$ cat src/hw/rtl/las_pkg.sv
// las_pkg: shared types, constants and rule functions of the life stencil core
// no dependencies; compiled first

package las_pkg;

  localparam int COORD_W   = 10;
  localparam int SIZE_CFG_W = 11;
  localparam int SIZE_W    = 17;
  localparam int CFG_IDX_W = 4;

  localparam logic [CFG_IDX_W-1:0]  REG_GRID_WIDTH  = CFG_IDX_W'(0);
  localparam logic [CFG_IDX_W-1:0]  REG_GRID_HEIGHT = CFG_IDX_W'(1);
  localparam logic [SIZE_CFG_W-1:0] GRID_SIZE_RESET = SIZE_CFG_W'(1024);

  typedef enum logic [1:0] {
    SLOT_UP_LEFT  = 2'd0,
    SLOT_UP_HERE  = 2'd1,
    SLOT_CUR_LEFT = 2'd2,
    SLOT_CUR_HERE = 2'd3
  } res_slot_t;

  typedef struct packed {
    logic [3:0]         mask;
    logic [3:0]         val;
    logic [COORD_W-1:0] row;
    logic [COORD_W-1:0] row_m1;
    logic [COORD_W-1:0] col;
    logic [COORD_W-1:0] col_m1;
  } res_bundle_t;

  localparam int BORN_COUNT    = 3;
  localparam int SURVIVE_COUNT = 2;

  function automatic logic life_rule(input logic [8:0] w);
    logic [3:0] cnt;
    cnt = 4'd0;
    for (int i = 0; i < 9; i++) begin
      if (i != 4) begin
        cnt = cnt + {3'd0, w[i]};
      end
    end
    return (cnt == 4'(BORN_COUNT)) || (w[4] && (cnt == 4'(SURVIVE_COUNT)));
  endfunction

  // every column moves down one row, bottom row becomes dead
  function automatic logic [8:0] shift_down(input logic [8:0] w);
    return (w >> 1) & 9'h0DB;
  endfunction

endpackage

$ cat src/hw/rtl/las_if.sv
// las_if: valid/ready channel interfaces for cells, results and config writes
// depends on las_pkg

interface las_cell_if;
  logic valid;
  logic ready;
  logic cell_in;

  modport source (output valid, output cell_in, input ready);
  modport sink (input valid, input cell_in, output ready);
endinterface

interface las_res_if;
  import las_pkg::*;
  logic               valid;
  logic               ready;
  logic               cell_next;
  logic [COORD_W-1:0] out_row;
  logic [COORD_W-1:0] out_col;
  logic               run_last;
  logic               frame_done;

  modport source (output valid, output cell_next, output out_row, output out_col,
                  output run_last, output frame_done, input ready);
  modport sink (input valid, input cell_next, input out_row, input out_col,
                input run_last, input frame_done, output ready);
endinterface

interface las_cfg_if;
  import las_pkg::*;
  logic                  valid;
  logic                  ready;
  logic [CFG_IDX_W-1:0]  reg_index;
  logic [SIZE_CFG_W-1:0] wr_data;

  modport source (output valid, output reg_index, output wr_data, input ready);
  modport sink (input valid, input reg_index, input wr_data, output ready);
endinterface

$ cat src/hw/rtl/las_line_store.sv
// las_line_store: column memory holding the two rows above the current one
// bit 0 is row r-1, bit 1 is row r-2; registered read with write forwarding

module las_line_store #(
  parameter int DEPTH = 1024,
  parameter int AW    = 10
) (
  input  logic          clk,
  input  logic          rd_en,
  input  logic [AW-1:0] rd_addr,
  output logic [1:0]    rd_data_r,
  input  logic          wr_en,
  input  logic [AW-1:0] wr_addr,
  input  logic [1:0]    wr_data
);

  logic [1:0] mem [0:DEPTH-1];

  always_ff @(posedge clk) begin
    if (wr_en) begin
      mem[wr_addr] <= wr_data;
    end
  end

  always_ff @(posedge clk) begin
    if (rd_en) begin
      if (wr_en && (wr_addr == rd_addr)) begin
        rd_data_r <= wr_data;
      end else begin
        rd_data_r <= mem[rd_addr];
      end
    end
  end

endmodule

$ cat src/hw/rtl/las_result_buf.sv
// las_result_buf: two-deep queue of result bundles, drained one word a cycle while out_ch is ready
// depends on las_pkg and las_if

module las_result_buf (
  input  logic                 clk,
  input  logic                 rst_n,
  input  logic                 load,
  input  las_pkg::res_bundle_t load_bundle,
  output logic                 can_take,
  las_res_if.source            out_ch
);
  import las_pkg::*;

  res_bundle_t q_r [0:1];
  logic        hd_r, hd_nxt;
  logic        tl_r, tl_nxt;
  logic [1:0]  cnt_r, cnt_nxt;

  res_bundle_t head;
  res_slot_t   sel;
  logic [3:0]  sel_oh;
  logic [3:0]  rest;
  logic        fire;
  logic        push;
  logic        pop;

  assign head     = q_r[hd_r];
  assign can_take = (cnt_r != 2'd2);
  assign push     = load && (load_bundle.mask != 4'd0);

  always_comb begin
    if (head.mask[0]) begin
      sel = SLOT_UP_LEFT;
    end else if (head.mask[1]) begin
      sel = SLOT_UP_HERE;
    end else if (head.mask[2]) begin
      sel = SLOT_CUR_LEFT;
    end else begin
      sel = SLOT_CUR_HERE;
    end
    sel_oh = 4'd1 << sel;
    rest   = head.mask & ~sel_oh;
  end

  assign fire = out_ch.valid && out_ch.ready;
  assign pop  = fire && (rest == 4'd0);

  always_comb begin
    out_ch.valid      = (cnt_r != 2'd0);
    out_ch.cell_next  = head.val[sel];
    out_ch.run_last   = (rest == 4'd0);
    out_ch.frame_done = (sel == SLOT_CUR_HERE);
    case (sel)
      SLOT_UP_LEFT: begin
        out_ch.out_row = head.row_m1;
        out_ch.out_col = head.col_m1;
      end
      SLOT_UP_HERE: begin
        out_ch.out_row = head.row_m1;
        out_ch.out_col = head.col;
      end
      SLOT_CUR_LEFT: begin
        out_ch.out_row = head.row;
        out_ch.out_col = head.col_m1;
      end
      default: begin
        out_ch.out_row = head.row;
        out_ch.out_col = head.col;
      end
    endcase
  end

  always_comb begin
    hd_nxt  = pop ? ~hd_r : hd_r;
    tl_nxt  = push ? ~tl_r : tl_r;
    cnt_nxt = cnt_r + {1'b0, push} - {1'b0, pop};
  end

  always_ff @(posedge clk) begin
    if (!rst_n) begin
      hd_r  <= 1'b0;
      tl_r  <= 1'b0;
      cnt_r <= 2'd0;
    end else begin
      hd_r  <= hd_nxt;
      tl_r  <= tl_nxt;
      cnt_r <= cnt_nxt;
    end
  end

  always_ff @(posedge clk) begin
    if (fire) begin
      q_r[hd_r].mask <= rest;
    end
    if (push) begin
      q_r[tl_r] <= load_bundle;
    end
  end

endmodule

$ cat src/hw/rtl/life_automaton_stencil_core.sv
// life_automaton_stencil_core: one B3/S23 generation over a raster cell stream
// depends on las_pkg, las_if, las_line_store and las_result_buf
//
//  channel  dir  word
//  in_ch    in   cell_in
//  out_ch   out  cell_next, out_row, out_col, run_last, frame_done
//  cfg_ch   in   reg_index, wr_data (grid_width, grid_height)
//
// one cell a cycle while in_ch is not stalled: accept reads the line store into
// the s1 registers, then commit counts the window, writes back and queues 0 to 4
// results; each result takes one out word, so cells with several results can stall in_ch
// no clearing pass after reset; reset zeroes counters, window and queues
// out_ch stalls are absorbed by a two-deep result queue before in_ch stalls

module life_automaton_stencil_core #(
  parameter int MAX_COLS = 1024,
  parameter int MAX_ROWS = 1024
) (
  input  logic    clk,
  input  logic    rst_n,
  las_cell_if.sink  in_ch,
  las_res_if.source out_ch,
  las_cfg_if.sink   cfg_ch
);
  import las_pkg::*;

  localparam int CW = (MAX_COLS > 1) ? $clog2(MAX_COLS) : 1;
  localparam int RW = (MAX_ROWS > 1) ? $clog2(MAX_ROWS) : 1;
  localparam logic [SIZE_W-1:0] COL_LIMIT = SIZE_W'(MAX_COLS);
  localparam logic [SIZE_W-1:0] ROW_LIMIT = SIZE_W'(MAX_ROWS);

  logic [SIZE_CFG_W-1:0] grid_width_r;
  logic [SIZE_CFG_W-1:0] grid_height_r;

  logic [CW-1:0] col_count_r, col_count_nxt;
  logic [RW-1:0] row_count_r, row_count_nxt;

  logic          s1_valid_r, s1_valid_nxt;
  logic          s1_cell_r;
  logic [CW-1:0] s1_c_r;
  logic [RW-1:0] s1_r_r;
  logic          s1_last_col_r;
  logic          s1_last_row_r;

  logic [8:0]    window_r;

  logic [SIZE_W-1:0] w_ext, h_ext, w_last, h_last;
  logic              last_col, last_row;
  logic              in_accept;
  logic              commit;
  logic              can_take;

  logic [1:0]    rd_data;
  logic          up, old;
  logic [2:0]    col3;
  logic [8:0]    win, win_sh;
  logic          r_ge1, r_ge2, c_ge1;
  logic [RW-1:0] r_m1;
  logic [CW-1:0] c_m1;
  logic [RW+COORD_W-1:0] r_x, r_m1_x;
  logic [CW+COORD_W-1:0] c_x, c_m1_x;
  res_bundle_t   bundle;

  // config port
  assign cfg_ch.ready = 1'b1;

  always_ff @(posedge clk) begin
    if (!rst_n) begin
      grid_width_r  <= GRID_SIZE_RESET;
      grid_height_r <= GRID_SIZE_RESET;
    end else if (cfg_ch.valid) begin
      if (cfg_ch.reg_index == REG_GRID_WIDTH) begin
        grid_width_r <= cfg_ch.wr_data;
      end
      if (cfg_ch.reg_index == REG_GRID_HEIGHT) begin
        grid_height_r <= cfg_ch.wr_data;
      end
    end
  end

  // effective last indexes
  always_comb begin
    w_ext = SIZE_W'(grid_width_r);
    h_ext = SIZE_W'(grid_height_r);
    if (w_ext == '0) begin
      w_last = '0;
    end else if (w_ext > COL_LIMIT) begin
      w_last = COL_LIMIT - SIZE_W'(1);
    end else begin
      w_last = w_ext - SIZE_W'(1);
    end
    if (h_ext == '0) begin
      h_last = '0;
    end else if (h_ext > ROW_LIMIT) begin
      h_last = ROW_LIMIT - SIZE_W'(1);
    end else begin
      h_last = h_ext - SIZE_W'(1);
    end
    last_col = (SIZE_W'(col_count_r) >= w_last);
    last_row = (SIZE_W'(row_count_r) >= h_last);
  end

  // input side
  assign commit      = s1_valid_r && can_take;
  assign in_ch.ready = !s1_valid_r || commit;
  assign in_accept   = in_ch.valid && in_ch.ready;

  always_comb begin
    col_count_nxt = col_count_r;
    row_count_nxt = row_count_r;
    if (in_accept) begin
      if (last_col) begin
        col_count_nxt = '0;
        row_count_nxt = last_row ? '0 : row_count_r + RW'(1);
      end else begin
        col_count_nxt = col_count_r + CW'(1);
      end
    end
    if (in_accept) begin
      s1_valid_nxt = 1'b1;
    end else if (commit) begin
      s1_valid_nxt = 1'b0;
    end else begin
      s1_valid_nxt = s1_valid_r;
    end
  end

  always_ff @(posedge clk) begin
    if (!rst_n) begin
      col_count_r <= '0;
      row_count_r <= '0;
      s1_valid_r  <= 1'b0;
    end else begin
      col_count_r <= col_count_nxt;
      row_count_r <= row_count_nxt;
      s1_valid_r  <= s1_valid_nxt;
    end
  end

  always_ff @(posedge clk) begin
    if (in_accept) begin
      s1_cell_r     <= in_ch.cell_in;
      s1_c_r        <= col_count_r;
      s1_r_r        <= row_count_r;
      s1_last_col_r <= last_col;
      s1_last_row_r <= last_row;
    end
  end

  las_line_store #(
    .DEPTH (MAX_COLS),
    .AW    (CW)
  ) u_store (
    .clk       (clk),
    .rd_en     (in_accept),
    .rd_addr   (col_count_r),
    .rd_data_r (rd_data),
    .wr_en     (commit),
    .wr_addr   (s1_c_r),
    .wr_data   ({rd_data[0], s1_cell_r})
  );

  // window and rule
  always_comb begin
    r_ge1  = (s1_r_r != '0);
    r_ge2  = (s1_r_r > RW'(1));
    c_ge1  = (s1_c_r != '0);
    up     = r_ge1 & rd_data[0];
    old    = r_ge2 & rd_data[1];
    col3   = {s1_cell_r, up, old};
    win    = c_ge1 ? {window_r[5:0], col3} : {6'd0, col3};
    win_sh = {win[5:0], 3'b000};
    r_m1   = s1_r_r - RW'(1);
    c_m1   = s1_c_r - CW'(1);
    r_x    = {{COORD_W{1'b0}}, s1_r_r};
    r_m1_x = {{COORD_W{1'b0}}, r_m1};
    c_x    = {{COORD_W{1'b0}}, s1_c_r};
    c_m1_x = {{COORD_W{1'b0}}, c_m1};

    bundle.mask[SLOT_UP_LEFT]  = r_ge1 && c_ge1;
    bundle.mask[SLOT_UP_HERE]  = r_ge1 && s1_last_col_r;
    bundle.mask[SLOT_CUR_LEFT] = s1_last_row_r && c_ge1;
    bundle.mask[SLOT_CUR_HERE] = s1_last_row_r && s1_last_col_r;
    bundle.val[SLOT_UP_LEFT]   = life_rule(win);
    bundle.val[SLOT_UP_HERE]   = life_rule(win_sh);
    bundle.val[SLOT_CUR_LEFT]  = life_rule(shift_down(win));
    bundle.val[SLOT_CUR_HERE]  = life_rule(shift_down(win_sh));
    bundle.row    = r_x[COORD_W-1:0];
    bundle.row_m1 = r_m1_x[COORD_W-1:0];
    bundle.col    = c_x[COORD_W-1:0];
    bundle.col_m1 = c_m1_x[COORD_W-1:0];
  end

  always_ff @(posedge clk) begin
    if (!rst_n) begin
      window_r <= '0;
    end else if (commit) begin
      window_r <= win;
    end
  end

  las_result_buf u_buf (
    .clk         (clk),
    .rst_n       (rst_n),
    .load        (commit),
    .load_bundle (bundle),
    .can_take    (can_take),
    .out_ch      (out_ch)
  );

endmodule
$ cat src/flat_wrapper.sv
// flat-port wrapper written by rule: the top's interface ports become plain ports
module life_automaton_stencil_core_flat import las_pkg::*;
#(
  parameter int MAX_COLS = 1024,
  parameter int MAX_ROWS = 1024
)
  (clk, rst_n, in_ch_valid, in_ch_cell_in, in_ch_ready, out_ch_valid, out_ch_cell_next, out_ch_out_row, out_ch_out_col, out_ch_run_last, out_ch_frame_done, out_ch_ready, cfg_ch_valid, cfg_ch_reg_index, cfg_ch_wr_data, cfg_ch_ready);
  las_cell_if in_ch_i ();
  las_res_if out_ch_i ();
  las_cfg_if cfg_ch_i ();
  input  logic clk;
  input  logic rst_n;
  input wire logic [$bits(in_ch_i.valid)-1:0] in_ch_valid;
  input wire logic [$bits(in_ch_i.cell_in)-1:0] in_ch_cell_in;
  output wire logic [$bits(in_ch_i.ready)-1:0] in_ch_ready;
  output wire logic [$bits(out_ch_i.valid)-1:0] out_ch_valid;
  output wire logic [$bits(out_ch_i.cell_next)-1:0] out_ch_cell_next;
  output wire logic [$bits(out_ch_i.out_row)-1:0] out_ch_out_row;
  output wire logic [$bits(out_ch_i.out_col)-1:0] out_ch_out_col;
  output wire logic [$bits(out_ch_i.run_last)-1:0] out_ch_run_last;
  output wire logic [$bits(out_ch_i.frame_done)-1:0] out_ch_frame_done;
  input wire logic [$bits(out_ch_i.ready)-1:0] out_ch_ready;
  input wire logic [$bits(cfg_ch_i.valid)-1:0] cfg_ch_valid;
  input wire logic [$bits(cfg_ch_i.reg_index)-1:0] cfg_ch_reg_index;
  input wire logic [$bits(cfg_ch_i.wr_data)-1:0] cfg_ch_wr_data;
  output wire logic [$bits(cfg_ch_i.ready)-1:0] cfg_ch_ready;
  assign in_ch_i.valid = in_ch_valid;
  assign in_ch_i.cell_in = in_ch_cell_in;
  assign in_ch_ready = in_ch_i.ready;
  assign out_ch_valid = out_ch_i.valid;
  assign out_ch_cell_next = out_ch_i.cell_next;
  assign out_ch_out_row = out_ch_i.out_row;
  assign out_ch_out_col = out_ch_i.out_col;
  assign out_ch_run_last = out_ch_i.run_last;
  assign out_ch_frame_done = out_ch_i.frame_done;
  assign out_ch_i.ready = out_ch_ready;
  assign cfg_ch_i.valid = cfg_ch_valid;
  assign cfg_ch_i.reg_index = cfg_ch_reg_index;
  assign cfg_ch_i.wr_data = cfg_ch_wr_data;
  assign cfg_ch_ready = cfg_ch_i.ready;
  life_automaton_stencil_core #(.MAX_COLS(MAX_COLS), .MAX_ROWS(MAX_ROWS)) u_core (.clk(clk), .rst_n(rst_n), .in_ch(in_ch_i), .out_ch(out_ch_i), .cfg_ch(cfg_ch_i));
endmodule
$ cat config.mk
export PLATFORM = sky130hd
export DESIGN_NAME = life_automaton_stencil_core_flat
export DESIGN_NICKNAME = d
export VERILOG_FILES = /design/src/hw/rtl/las_pkg.sv /design/src/hw/rtl/las_if.sv /design/src/hw/rtl/las_line_store.sv /design/src/hw/rtl/las_result_buf.sv /design/src/hw/rtl/life_automaton_stencil_core.sv /design/src/flat_wrapper.sv
export SDC_FILE = /design/constraint.sdc
export NUM_CORES = 2
export LEC_CHECK = 0
export ABC_AREA = 1
export BUFFER_PORTS_ARGS = -buffer_cell sky130_fd_sc_hd__buf_2
export CAP_MARGIN = 15
export CORE_UTILIZATION = 40
export DETAILED_ROUTE_END_ITERATION = 6
export PLACE_DENSITY = 0.6
export SLEW_MARGIN = 5
export SYNTH_ARGS = -nofsm -noshare
export SYNTH_HDL_FRONTEND = slang
export SYNTH_SLANG_ARGS = --single-unit
$ cat constraint.sdc
create_clock -name clk -period 39.9 [get_ports clk]
set_input_delay 3.99 -clock clk [delete_from_list [all_inputs] [get_ports clk]]
set_output_delay 3.99 -clock clk [all_outputs]
set_load 0.02 [all_outputs]
-- Word-level counts from Yosys, hierarchy flattened
Memories as Yosys holds them, arrays and structs flattened. A register that Yosys moved wholly into a read port is not among the register bits.
Index checks and enable logic that the tools add are counted.
- $add $sub $neg: 25
- magnitude comparators: 6
- eq/ne operators: 13
- shifts and indexed selects: 1
- muxes and demuxes: 24
- bitwise operators: 6
- reduce and logical (&&, ||, !) cells: 34
- operators by type and width (kind ; number):
    $mux W17 ; 4
    $mux W10 ; 4
    $add A4 B1 Y4 ; 9
    $ge A10 B17 Y1 ; 2
    $eq A4 B2 Y1 const B ; 8
    $sub A11 B1 Y12 const B ; 2
    $gt A11 B11 Y1 const B ; 2
    $logic_not A11 Y1 ; 2
    $add A10 B1 Y10 const B ; 2
    $reduce_bool A10 Y1 ; 2
    $sub A10 B1 Y10 const B ; 2
    $logic_and A1 B1 Y1 ; 13
    $add A2 B1 Y3 ; 4
    $mux W1 ; 12
    $gt A10 B1 Y1 const B ; 1
    $mux W9 ; 1
    $add A1 B1 Y2 ; 4
    $logic_not A4 Y1 ; 2
    $reduce_and A2 Y1 ; 3
    $logic_or A1 B1 Y1 ; 5
    $and A4 B4 Y4 ; 1
    $eq A2 B2 Y1 const B ; 2
    $eq A4 B1 Y1 const B ; 1
    $mux W2 ; 2
    15 further kinds ; 19
- bits in registers: 76
- bits in writable memories: 2144
- input port bits: 21
- output and inout port bits: 26
- memories: 2
- memory list (memory ; depth ; bits a word ; read ports ; clocked after Yosys merged registers in ; wr ports ; line ; source):
    u_core.u_store.mem ; 1024 ; 2 ; 1 ; 1 ; 1 ; las_line_store.sv:17 ; logic [1:0] mem [0:DEPTH-1];
    u_core.u_buf.q_r ; 2 ; 48 ; 1 ; 1 ; 2 ; las_result_buf.sv:14 ; res_bundle_t q_r [0:1];

-- Logic depth before layout (Yosys ltp)
- word-level depth: 13
- mapped depth: 25
- depth with buffers taken out: 25

-- By module
From an unflattened synthesis, not the netlist that was laid out.
- cell total of the unflattened synthesis: 8890
- area, all modules: 96054.6 um^2
- by module, submodules not included (module ; instances ; cells an instance ; area an instance (um^2) ; seq. area each (um^2)):
    las_line_store ; 1 ; 7994 ; 87216.1 ; 61559.0
    life_automaton_stencil_core ; 1 ; 605 ; 4643.2 ; 1671.6
    las_result_buf ; 1 ; 291 ; 4195.3 ; 2982.9

-- Worst setup path after synthesis
No wires, ideal clock.
- path type: register -> register
- from: register u_core.u_store.rd_data_r[0], read port of u_core.u_store.mem
- to: memory u_core.u_buf.q_r[0][40] (netlist bit) (data pin)
- library setup time: 260 ps
- arrival time: 17964 ps
- required time: 39640 ps
- path slack: 21676 ps
- stages on the path, launching flop included: 13
- path buffers: 0
- cells stage by stage: edfxtp_1 > nand2_1 > fa_1 > inv_1 > fa_1 > inv_1 > fa_1 > inv_1 > ha_1 > fa_1 > nand2_1 > a211oi_1 > o221a_2
- RTL lines (item ; line ; source):
    start: declaration ; las_line_store.sv:11 ; output logic [1:0] rd_data_r,
    end: declaration ; las_result_buf.sv:14 ;

==> impl_metrics.tcl <==
set metrics [dict create \
    status "completed" \
    cp.arrival_ns 3.79 \
    io_pins 47 \
    drc_errors 0 \
    cp_slowest_cell "nand2_1" \
    min_period_ns 7.78 \
    crit_buf_inv 2 \
    final.setup.tns_ns 0 \
    maxCapViolations 0 \
    portBuffers 45 \
    drv_slew 0 \
    ctsResizeCount 0 \
    drtPass1Iterations 7 \
    cts_tree "built" \
    multiInputGateArea_um2 26400 \
    drive_gt1_share_pct 6.41 \
    cts_setup_buffers 0 \
    yosysWarnings 0 \
    syn_avg_cell_area_um2 10.4 \
    clk_latency_ns 0.86 \
    crit_chain "buf_4 > mux2i_1 > nand2_1 > o21ai_0 > nand2_1 > nor2_1 > buf_2" \
    max_stage_delay_ns 0.54 \
    max_clock_freq_mhz 129 \
    required_ns 35.91 \
    cts_root_buf "clkbuf_16" \
    final_cell_count_no_fill 12564 \
    core_area_um2 241000 \
    grt_pass1_wl_um 414000 \
    drt_iter0_drc 8726 \
    path_delay_family "simple AND/OR/NAND/NOR gates" \
    numCtsBuffers 226 \
    die_h_um 496 \
    ant_nets 0 \
    crit_path_start_kind "flop" \
    cellPowerDensity_nw_per_um2 47.3 \
    fillers 22453 \
    tightest_slew_ns 1.19 \
    final_cell_mix "nor2_1 (2249), edfxtp_1 (2169), nand2_1 (1776)" \
    crit_path_max_fanout 48 \
    vias_per_cell 5.44 \
    cpMostUsedCell "nand2_1" \
    gp_congestion 0.839 \
    netlist_instances 9400 \
    fin_crit_sh_pct 19.5 \
    synth_edf_count 2169 \
    synthXorXnorAreaFrac_pct 0.360 \
    holdBufCountCts 0 \
    end_kind "primary output" \
    wl_per_cell_um 22.4 \
    drt_wl_total_um 281000 \
    antenna_found_initial 7 \
    cts.sinks 2223 \
    ys_seq_elements 2223 \
    reg2reg_depth 18 \
    worst_hold_path_type "flop to flop" \
    path_depth 7 \
    regArea_um2 66200 \
    die-area_um2 246000 \
    leakage_nw 37.6 \
    ys_async_sr_fraction_pct 0 \
    place_area_um2 100000 \
    grt_max_degree 218 \
    vdd_drop_max_mv 0.0447 \
    syn_to_final_growth_pct 10.4 \
    rsz0062_at_grt "no" \
    synth_mux_area_share_pct 0.236 \
    overflow 0 \
    syn-num-nets 9467 \
    worstSetupPathType "flop to primary output" \
    synth_top_family_by_area "simple AND/OR/NAND/NOR gates" \
    path_clk_slew_ns 0.06 \
    yosys.cell_types.count 43 \
    finish.net_count 9244 \
    grt_pass1_vias 65821 \
    cts_buffer_depth 3 \
    synth-seq-area-share_pct 68.0 \
    rows 180 \
    start_util_pct 40.4 \
    vias 68403 \
    setup_viol 0 \
    final_common_cell "nor2_1" \
    yosys.area_share.simple_pct 19.2 \
    hold_viol 0 \
    slew_headroom_pct 20.6 \
    finClkSkew_ns 0.0287 \
    grt_use_total_pct 22.6 \
    htreeDepth 4 \
    synth_fa_ha_area_share_pct 0.660 \
    die_w_um 496 \
    place_inst 12130 \
    synth-compound-area-share_pct 6.36 \
    syn_area_um2 97400 \
    synthFlopType "edfxtp_1" \
    dp_hpwl_um 145000 \
    finalInstanceArea_um2 108000 \
    holdPathStages 2 \
]
==> routing by layer <==
layer | up-vias | share of wire, % | global-route usage (%)
met3 | 468 | 9.6 | 3.68
met2 | 3075 | 46 | 36.6
li1 | 31241 | - | -
met1 | 33615 | 41 | 30.9
met5 | - | 0.0096 | 0
met4 | 4 | 3.2 | 7.51
==> per-stage QoR <==
| stage | hold slack [ns] | setup slack (ns) | utilization (%) | power (mW) |
|---|---|---|---|---|
| 3_5_place_dp | 0.479 | 32.95 | 41.5 | 3.05 |
| 2_1_floorplan | 0.431 | 21.68 | - | 2.97 |
| 5_1_grt | 0.520 | 31.75 | 44.5 | 5.25 |
| 6_report | 0.485 | 32.12 | 44.5 | 5.09 |
| 4_1_cts | 0.488 | 32.03 | 44.5 | 5.12 |
| 3_3_place_gp | 0.465 | 32.98 | 41.5 | 3.04 |
==> worst min-delay path, cell delays in order, from the launching register on <==
cell	delay, ns
dfxtp_1	0.31
inv_1	0.07
a21oi_1	0.06
==> cell families (layout without fill, tap and decap cells) <==
group | after synthesis | count (layout)
AOI/OAI and AO/OA | 1143 | 1143
muxes | 23 | 23
adders and majority gates | 46 | 46
xor gates and xnor gates | 40 | 40
and+or+nand+nor | 4724 | 4724
DFF | 2223 | 2223
buffers and inverters | 1200 | 1169
other | 1 | 11
==> report_power, final <==
part	internal, mW	switching (mW)
clock	1.20	0.893
combinational	0.0961	0.295
sequential	2.60	0.00945
total	3.89	1.20
==> final timing paths <==
path | to | slack, ns | startpoint
min reg2reg | u_core.grid_height_r[1] | 0.48 | u_core.grid_height_r[1]
max reg2reg | u_core.u_store.rd_data_r[1] | 34.39 | u_core.col_count_r[0]
max | out_ch_run_last | 32.12 | flop
min | u_core.grid_height_r[1] | 0.48 | u_core.grid_height_r[1]
==> synth_stat cells, types with 30 or more instances <==
cell / number / share of area [%]
a21oi_1: 140 / 0.72
buf_1: 67 / 0.26
buf_2: 204 / 1.0
buf_4: 63 / 0.49
clkbuf_1: 292 / 1.1
dfxtp_1: 54 / 1.1
edfxtp_1: 2169 / 67
ha_1: 37 / 0.48
inv_1: 539 / 2.1
nand2_1: 1796 / 6.9
nand3_1: 584 / 3.0
nor2_1: 2253 / 8.7
nor3_1: 30 / 0.15
o211ai_1: 154 / 1.2
o21ai_0: 725 / 3.7
o21ai_1: 76 / 0.39
o22ai_1: 36 / 0.23
or2_2: 32 / 0.21
xor2_1: 37 / 0.33
==> state kept, by name (all words and copies together), names as in the netlist, 2 cells and up, named ones only <==
name and count:
u_core.s1_r_r 10, u_core.grid_height_r 11, u_core.grid_width_r 11, u_core.col_count_r 10, u_core.window_r 6, u_core.u_store.rd_data_r 2, u_core.s1_c_r 10, u_core.u_buf.q_r 96
u_core.u_store.mem 2048, u_core.u_buf.cnt_r 2, u_core.row_count_r 10
==> cell type report <==
cell class,instances,area share [%]
tap,3185,3.71
inverter,556,1.97
multi-input combinational,5977,24.5
clock inverter,145,1.19
timing repair buffer,193,1.46
sequential,2223,61.6
clock buffer,275,5.55
antenna,10,0.0233
Note: power is estimated with default switching activity, not from simulation.
